$ cat config.mk
export PLATFORM = sky130hd
export DESIGN_NAME = listing_line_recognizer_unit
export DESIGN_NICKNAME = d
export VERILOG_FILES = /design/src/rtl/llr_pkg.sv /design/src/rtl/llr_classify.sv /design/src/rtl/llr_fsm.sv /design/src/rtl/listing_line_recognizer_unit.sv
export VERILOG_INCLUDE_DIRS = /design/src /design/src/rtl
export SDC_FILE = /design/constraint.sdc
export NUM_CORES = 1
export LEC_CHECK = 0
export ABC_AREA = 1
export BUFFER_PORTS_ARGS = -buffer_cell sky130_fd_sc_hd__clkbuf_2
export CORE_ASPECT_RATIO = 1.1
export CORE_MARGIN = 5
export CORE_UTILIZATION = 53
export DETAILED_ROUTE_END_ITERATION = 7
export PLACE_DENSITY = 0.79
export SLEW_MARGIN = 20
export SYNTH_ARGS = -nofsm -noshare
export SYNTH_HDL_FRONTEND = slang
export SYNTH_SLANG_ARGS = --single-unit
$ cat constraint.sdc
create_clock -name clk -period 1.75 [get_ports clk]
set_input_delay 0.525 -clock clk [delete_from_list [all_inputs] [get_ports clk]]
set_output_delay 0.525 -clock clk [all_outputs]
set_load 0.1 [all_outputs]
$ cat src/rtl/assert_macros.svh
// Assertion macros shared by the RTL files.
`ifndef ASSERT_MACROS_SVH
`define ASSERT_MACROS_SVH

// The expression must hold at every clock edge outside reset.
`define CHECK_ALWAYS(name, clk, rst, expr) \
  name: assert property (@(posedge clk) disable iff (rst) (expr)) \
    else $error("assertion failed: invariant");

// When the condition holds, the consequence holds in the same cycle.
`define CHECK_SAME(name, clk, rst, ante, cons) \
  name: assert property (@(posedge clk) disable iff (rst) (ante) |-> (cons)) \
    else $error("assertion failed: same-cycle implication");

// When the condition holds, the consequence holds in the next cycle.
`define CHECK_NEXT(name, clk, rst, ante, cons) \
  name: assert property (@(posedge clk) disable iff (rst) (ante) |=> (cons)) \
    else $error("assertion failed: next-cycle implication");

`endif

$ cat src/rtl/llr_pkg.sv
package llr_pkg;

  typedef enum logic [4:0] {
    PH_TYPE      = 5'd0,
    PH_PERM_R1   = 5'd1,
    PH_PERM_W1   = 5'd2,
    PH_PERM_X1   = 5'd3,
    PH_PERM_R2   = 5'd4,
    PH_PERM_W2   = 5'd5,
    PH_PERM_X2   = 5'd6,
    PH_PERM_R3   = 5'd7,
    PH_PERM_W3   = 5'd8,
    PH_PERM_X3   = 5'd9,
    PH_WS_FIRST  = 5'd10,
    PH_WS_MORE   = 5'd11,
    PH_SIZE_MORE = 5'd12,
    PH_SEP_FIRST = 5'd13,
    PH_SEP_MORE  = 5'd14,
    PH_NAME_MORE = 5'd15,
    PH_EOL       = 5'd16,
    PH_DISCARD   = 5'd17
  } phase_t;

  typedef enum logic [1:0] {
    ST_PENDING = 2'd0,
    ST_MATCH   = 2'd1,
    ST_ERROR   = 2'd2
  } status_t;

  typedef struct packed {
    logic is_type;
    logic is_blank;
    logic is_digit;
    logic is_zero;
    logic is_nonzero_digit;
    logic is_name_start;
    logic is_name_char;
    logic is_r;
    logic is_w;
    logic is_x;
    logic is_dash;
    logic is_suffix;
    logic is_newline;
  } llr_kind_t;

  localparam logic [7:0] CH_TAB     = 8'h09;
  localparam logic [7:0] CH_NEWLINE = 8'h0a;
  localparam logic [7:0] CH_SPACE   = 8'h20;
  localparam logic [7:0] CH_STAR    = 8'h2a;
  localparam logic [7:0] CH_DASH    = 8'h2d;
  localparam logic [7:0] CH_DOT     = 8'h2e;
  localparam logic [7:0] CH_SLASH   = 8'h2f;
  localparam logic [7:0] CH_ZERO    = 8'h30;
  localparam logic [7:0] CH_ONE     = 8'h31;
  localparam logic [7:0] CH_NINE    = 8'h39;
  localparam logic [7:0] CH_UPPER_A = 8'h41;
  localparam logic [7:0] CH_UPPER_D = 8'h44;
  localparam logic [7:0] CH_UPPER_Z = 8'h5a;
  localparam logic [7:0] CH_UNDER   = 8'h5f;
  localparam logic [7:0] CH_LOWER_A = 8'h61;
  localparam logic [7:0] CH_LOWER_B = 8'h62;
  localparam logic [7:0] CH_LOWER_C = 8'h63;
  localparam logic [7:0] CH_LOWER_D = 8'h64;
  localparam logic [7:0] CH_LOWER_P = 8'h70;
  localparam logic [7:0] CH_LOWER_R = 8'h72;
  localparam logic [7:0] CH_LOWER_S = 8'h73;
  localparam logic [7:0] CH_LOWER_W = 8'h77;
  localparam logic [7:0] CH_LOWER_X = 8'h78;
  localparam logic [7:0] CH_LOWER_Z = 8'h7a;

endpackage

$ cat src/rtl/llr_classify.sv
module llr_classify
  import llr_pkg::*;
(
  input  logic [7:0] character,
  output llr_kind_t  kind
);

  logic letter;
  logic digit;

  assign letter = (character >= CH_LOWER_A && character <= CH_LOWER_Z) ||
                  (character >= CH_UPPER_A && character <= CH_UPPER_Z);
  assign digit  = (character >= CH_ZERO && character <= CH_NINE);

  always_comb begin
    kind.is_type = (character == CH_LOWER_D) || (character == CH_UPPER_D) ||
                   (character == CH_LOWER_B) || (character == CH_LOWER_C) ||
                   (character == CH_LOWER_P) || (character == CH_LOWER_S) ||
                   (character == CH_DASH);
    kind.is_blank         = (character == CH_SPACE) || (character == CH_TAB);
    kind.is_digit         = digit;
    kind.is_zero          = (character == CH_ZERO);
    kind.is_nonzero_digit = (character >= CH_ONE && character <= CH_NINE);
    kind.is_name_start    = letter || (character == CH_UNDER) || (character == CH_DOT);
    kind.is_name_char     = letter || digit || (character == CH_UNDER) ||
                            (character == CH_DOT);
    kind.is_r             = (character == CH_LOWER_R);
    kind.is_w             = (character == CH_LOWER_W);
    kind.is_x             = (character == CH_LOWER_X);
    kind.is_dash          = (character == CH_DASH);
    kind.is_suffix        = (character == CH_STAR) || (character == CH_SLASH);
    kind.is_newline       = (character == CH_NEWLINE);
  end

endmodule

$ cat src/rtl/llr_fsm.sv
`include "assert_macros.svh"

module llr_fsm
  import llr_pkg::*;
(
  input  logic      clk,
  input  logic      rst,
  input  logic      advance,
  input  llr_kind_t kind,
  output status_t   status
);

  phase_t phase;
  phase_t phase_next;
  logic   reject;
  phase_t step;

  always_ff @(posedge clk) begin
    if (rst) begin
      phase <= PH_TYPE;
    end else if (advance) begin
      phase <= phase_next;
    end
  end

  always_comb begin
    reject = 1'b0;
    step   = PH_TYPE;
    status = ST_PENDING;
    unique case (phase) inside
      PH_DISCARD: begin
        step = kind.is_newline ? PH_TYPE : PH_DISCARD;
      end
      PH_PERM_R1, PH_PERM_R2, PH_PERM_R3: begin
        reject = !(kind.is_r || kind.is_dash);
        step   = phase_t'(phase + 5'd1);
      end
      PH_PERM_W1, PH_PERM_W2, PH_PERM_W3: begin
        reject = !(kind.is_w || kind.is_dash);
        step   = phase_t'(phase + 5'd1);
      end
      PH_PERM_X1, PH_PERM_X2, PH_PERM_X3: begin
        reject = !(kind.is_x || kind.is_dash);
        step   = phase_t'(phase + 5'd1);
      end
      PH_WS_FIRST: begin
        reject = !kind.is_blank;
        step   = PH_WS_MORE;
      end
      PH_WS_MORE: begin
        if (kind.is_blank) begin
          step = PH_WS_MORE;
        end else if (kind.is_zero) begin
          step = PH_SEP_FIRST;
        end else if (kind.is_nonzero_digit) begin
          step = PH_SIZE_MORE;
        end else begin
          reject = 1'b1;
        end
      end
      PH_SIZE_MORE: begin
        if (kind.is_digit) begin
          step = PH_SIZE_MORE;
        end else if (kind.is_blank) begin
          step = PH_SEP_MORE;
        end else begin
          reject = 1'b1;
        end
      end
      PH_SEP_FIRST: begin
        reject = !kind.is_blank;
        step   = PH_SEP_MORE;
      end
      PH_SEP_MORE: begin
        if (kind.is_blank) begin
          step = PH_SEP_MORE;
        end else if (kind.is_name_start) begin
          step = PH_NAME_MORE;
        end else begin
          reject = 1'b1;
        end
      end
      PH_NAME_MORE: begin
        if (kind.is_name_char) begin
          step = PH_NAME_MORE;
        end else if (kind.is_suffix) begin
          step = PH_EOL;
        end else if (kind.is_newline) begin
          step   = PH_TYPE;
          status = ST_MATCH;
        end else begin
          reject = 1'b1;
        end
      end
      PH_EOL: begin
        if (kind.is_newline) begin
          step   = PH_TYPE;
          status = ST_MATCH;
        end else begin
          reject = 1'b1;
        end
      end
      default: begin
        reject = !kind.is_type;
        step   = PH_PERM_R1;
      end
    endcase

    if (reject) begin
      status     = ST_ERROR;
      phase_next = kind.is_newline ? PH_TYPE : PH_DISCARD;
    end else begin
      phase_next = step;
    end
  end

  `CHECK_NEXT(a_match_restarts, clk, rst, advance && status == ST_MATCH, phase == PH_TYPE)
  `CHECK_NEXT(a_error_discards, clk, rst,
              advance && status == ST_ERROR && !kind.is_newline, phase == PH_DISCARD)
  `CHECK_SAME(a_discard_pending, clk, rst, phase == PH_DISCARD, status == ST_PENDING)

endmodule

$ cat src/rtl/listing_line_recognizer_unit.sv
// Listing line recognizer.
// The character channel carries one byte of a directory-listing line per
// transaction; the status channel returns one status per character: pending,
// match (on the newline that closes a well-formed line) or error (on the
// first byte that breaks the form). After an error the rest of the line up to
// its newline is dropped with pending status.
// Both channels use valid and stall. A character is held in an input
// register, classified and checked against the line phase, and its status is
// written into an output register, so the status is offered from the output
// register after the character has passed through the input register.
// Throughput is one character per cycle while the status receiver does not stall;
// the line phase register is the only state carried from one character to the next.
// When the status receiver stalls, the output register holds its status and
// the input register holds the next character; the character channel stalls
// only while both registers are full.
// Reset empties both registers and puts the phase at the start of a line.
`include "assert_macros.svh"

module listing_line_recognizer_unit
  import llr_pkg::*;
(
  input  logic       clk,
  input  logic       rst,
  input  logic       character_valid,
  output logic       character_stall,
  input  logic [7:0] character,
  output logic       status_valid,
  input  logic       status_stall,
  output logic [1:0] status
);

  logic       held_valid;
  logic [7:0] held_char;
  logic       advance;
  logic       take;
  llr_kind_t  kind;
  status_t    step_status;

  assign advance         = held_valid && (!status_valid || !status_stall);
  assign character_stall = held_valid && status_valid && status_stall;
  assign take            = character_valid && !character_stall;

  always_ff @(posedge clk) begin
    if (rst) begin
      held_valid <= 1'b0;
    end else if (take) begin
      held_valid <= 1'b1;
    end else if (advance) begin
      held_valid <= 1'b0;
    end
  end

  always_ff @(posedge clk) begin
    if (take) begin
      held_char <= character;
    end
  end

  llr_classify u_classify (
    .character (held_char),
    .kind      (kind)
  );

  llr_fsm u_fsm (
    .clk     (clk),
    .rst     (rst),
    .advance (advance),
    .kind    (kind),
    .status  (step_status)
  );

  always_ff @(posedge clk) begin
    if (rst) begin
      status_valid <= 1'b0;
    end else if (advance) begin
      status_valid <= 1'b1;
    end else if (!status_stall) begin
      status_valid <= 1'b0;
    end
  end

  always_ff @(posedge clk) begin
    if (advance) begin
      status <= step_status;
    end
  end

  `CHECK_SAME(a_stall_only_when_full, clk, rst, character_stall,
              held_valid && status_valid)
  `CHECK_NEXT(a_advance_fills_output, clk, rst, advance, status_valid)
  `CHECK_ALWAYS(a_status_code_legal, clk, rst,
                !status_valid || status != 2'd3)

endmodule

==> flow_metrics.py <==
metrics = {
    "routing": {
        "avgViaCountPerCell": 5.54,
        "num_vias": 1750,
        "ant_nets": 0,
        "drc_errors": 0,
        "routedWlPerCell_um": 15.2,
        "drt-pass1-iter-count": 4,
        "drtIter0Drc": 101,
        "finalWirelength_um": 4790,
    },
    "min_path": {
        "hold_path.class": "in -> reg",
        "hp-start": "character[0]",
    },
    "run": {
        "drv_cap": 0,
    },
    "cells_and_area": {
        "fin_nets": 301,
        "antennaDiodeCount": 0,
        "multi_input_area_mm2": 0.00112,
        "sequential_cell_area_um2": 457,
        "drive_gt1_frac": 0.502,
        "fin_cells": 316,
        "fill_cells": 161,
        "syn_to_final_growth_pct": 43.9,
    },
    "clock_network": {
        "cts_buffer_depth": 2,
        "clkSinkCount": 17,
        "cts_buffers": 3,
        "path_clk_slew_ns": 0.10,
        "htree_num_levels": 1,
        "cts_tree": "yes",
        "clk_latency_ns": 0.29,
        "cts-root-buf": "clkbuf_4",
    },
    "die": {
        "core_area_mm2": 0.00275,
        "design.die.area_mm2": 0.00402,
        "initial_core_util": 0.550,
        "rows": 20,
        "fp.dieH_um": 66.0,
        "dieWidth_um": 60.9,
        "io_pins": 16,
    },
    "worst_setup_path": {
        "path_cells": "ha_4 -> inv_4 -> nor2_2 -> ha_2 -> nor2_2 -> nand3_1 -> nor2_2 -> nand2_2 -> nand2_2 -> nor2_4 -> buf_4 -> nand4_1 -> nand3_1 -> nand2_1 -> inv_1",
        "crit_buf_inv": 3,
        "crit_type": "reg -> reg",
        "cpMaxStageDelayCell": "dfxtp_4",
        "cp.required_ns": 1.95,
        "rr_startpoint": "u_fsm.phase[1]$_SDFFE_PP0P_",
        "crit_path_max_fanout": 4,
        "end_kind": "register",
        "critical-path-max-stage-delay_ns": 0.39,
        "cp.arrival_ns": 2.15,
        "startpoint": "u_fsm.phase[1]$_SDFFE_PP0P_",
        "crit_family": "simple AND/OR/NAND/NOR gates",
        "cp_common_cell": "nor2_2",
        "cp-start-kind": "register",
    },
    "placement": {
        "dp_slack_ns": -0.166,
        "gp_congestion": 0.939,
        "dp.final_hpwl_um": 3020,
        "numPlacedInstances": 302,
        "numPortBuffers": 15,
    },
    "timing": {
        "rsz0062_at_grt": "yes",
        "final-setup-viol-count": 7,
        "finalCriticalPeriod_ns": 1.94,
        "timing.fmax_mhz": 514,
        "hold_viol": 0,
        "drv_slew": 0,
        "period_share": 1.11,
        "tightest_slew_ns": 0.541,
        "fin_ws_ns": -0.194,
        "maxSlewHeadroom": 0.641,
        "clock_skew_ns": 0.00342,
    },
    "grt": {
        "grt_use_total": 0.247,
        "grt_start_max_net_pins": 11,
        "grt-ovfl-total": 0,
        "grt_pass1_vias": 1729,
        "antenna_found_initial": 0,
        "grt_pass1_wl_um": 7450,
    },
    "synth": {
        "synthSimpleGateAreaFrac": 0.443,
        "synth_adder_area_share": 0.0414,
        "yosys_warnings": 0,
        "synth-xor-area-share": 0.00579,
        "avgSynthCellArea_um2": 6.63,
        "synth-seq-cells": 17,
        "ys_async_sr_fraction": 0,
        "synth-compound-area-share": 0.114,
        "synth_mux_area_frac": 0,
        "synth_flop_cell": "edfxtp_1",
        "ys_types": 27,
        "syn_nets": 245,
        "ys_seq_area_frac": 0.291,
        "netlist_instances": 228,
        "syn-cell-area_mm2": 0.00151,
        "synth_top_family_by_area": "simple AND/OR/NAND/NOR gates",
        "synth_edf_count": 10,
    },
    "power": {
        "clkPwrFrac": 0.210,
        "p_leak_uw": 0.00101,
        "p_sw_frac": 0.340,
        "combinationalPowerShare": 0.316,
        "power_switching_uw": 336,
        "ir_drop_mv": 0.578,
        "internal_power_uw": 651,
        "cellPowerDensity_mw_per_mm2": 454,
        "p_total_uw": 987,
        "sequentialPowerShare": 0.474,
    },
    "run_status": {
        "run_status": "complete, but fails checks",
        "violations": "setup timing",
    },
}
[stage by stage]
step / area (µm²) / hold slack, ns / TNS [ns] / utilization
3_3_place_gp: 1880 / 0.505 / -0.517 / 0.683
6_report: 2180 / 0.398 / -1.08 / 0.791
5_1_grt: 2180 / 0.387 / -1.96 / 0.791
4_1_cts: 2030 / 0.396 / -0.348 / 0.739
3_5_place_dp: 1880 / 0.505 / -0.900 / 0.683
2_1_floorplan: 1560 / 0.484 / 0 / -
[placed cells by master (no fill, tap or decap), types with 4 or more instances in the layout]
cell / count
a21oi_1: 14
nand2_4: 5
nor2_4: 8
nand4_1: 7
nand2_2: 19
nor2_1: 20
ha_4: 4
clkbuf_2: 14
dfxtp_4: 4
nand3_1: 14
inv_2: 9
inv_1: 23
edfxtp_1: 10
nor2_2: 15
nand2_1: 39
buf_4: 37
nand3_2: 6
[power groups by stage]
stage | Sequential (µW) | Combinational (µW) | Clock, µW
6_report | 468 | 312 | 207
5_1_grt | 471 | 339 | 228
4_1_cts | 467 | 270 | 210
3_5_place_dp | 476 | 231 | 0
3_3_place_gp | 476 | 226 | 0
2_1_floorplan | 498 | 133 | 0
[cells by family after synthesis]
kind of cell    count (synthesis)
buf+inv                        38
xor+xnor                        1
compound gates                 29
simple gates                  138
flops                          17
fa+ha+maj                       5
[cells in the mapped netlist, types with 2 or more instances]
| master | number | area share |
|---|---|---|
| nand4_1 | 7 | 0.029 |
| edfxtp_1 | 10 | 0.20 |
| o21ai_2 | 2 | 0.012 |
| a211oi_1 | 2 | 0.0099 |
| o21ai_0 | 4 | 0.013 |
| a21oi_1 | 15 | 0.050 |
| nor2_4 | 5 | 0.037 |
| nand2_2 | 10 | 0.041 |
| inv_1 | 31 | 0.077 |
| inv_2 | 4 | 0.0099 |
| nor2_2 | 7 | 0.029 |
| nand3_2 | 2 | 0.013 |
| nor2_1 | 31 | 0.077 |
| or2_2 | 2 | 0.0083 |
| ha_1 | 5 | 0.041 |
| nand2_1 | 53 | 0.13 |
| dfxtp_1 | 7 | 0.093 |
| o211ai_1 | 3 | 0.015 |
| nand3_1 | 19 | 0.063 |
| buf_6 | 2 | 0.015 |
[layer usage]
metal	wire length [µm]	part of all wire	vias up	track usage
met5	0	0	-	0
met2	2490	0.52	70	0.421
li1	-	-	849	-
met4	144	0.030	0	0.146
met3	257	0.054	17	0.0371
met1	1900	0.40	814	0.284
[repair_timing]
item                                   in CTS  in global routing
endpoints found under the hold margin       0                  0
setup endpoints to repair                   7                  7
hold buffers                                0                  0
pin swaps                                   9                 35
gates resized for setup                    21                 34
cloned                                      0                  0
setup buffers                               5                  5
[layout make-up]
class	count	share of cell area
clock buffers	3	0.0103
clock inverters	1	0.00230
inverters	36	0.0661
multi-input cells	173	0.514
flip-flops and latches	17	0.210
well taps	33	0.0190
repair buffers	53	0.178
[worst paths after layout]
path,to,slack (ns),depth (start not counted)
worst max register to register,u_fsm.phase[4]$_SDFFE_PP0P_,-0.19,15
worst max-delay path,u_fsm.phase[4]$_SDFFE_PP0P_,-0.19,15
worst min-delay path,held_char[0]$_DFFE_PP_,0.40,1
worst min register to register,status_valid$_SDFFE_PP0P_,0.52,2
[registers in the layout, summed over array words and instances (netlist names)]
| name | count |
|---|---|
| status | 2 |
| status_valid | 1 |
| held_char | 8 |
| held_valid | 1 |
| u_fsm.phase | 5 |
Note: power is estimated with default switching activity, not from simulation.
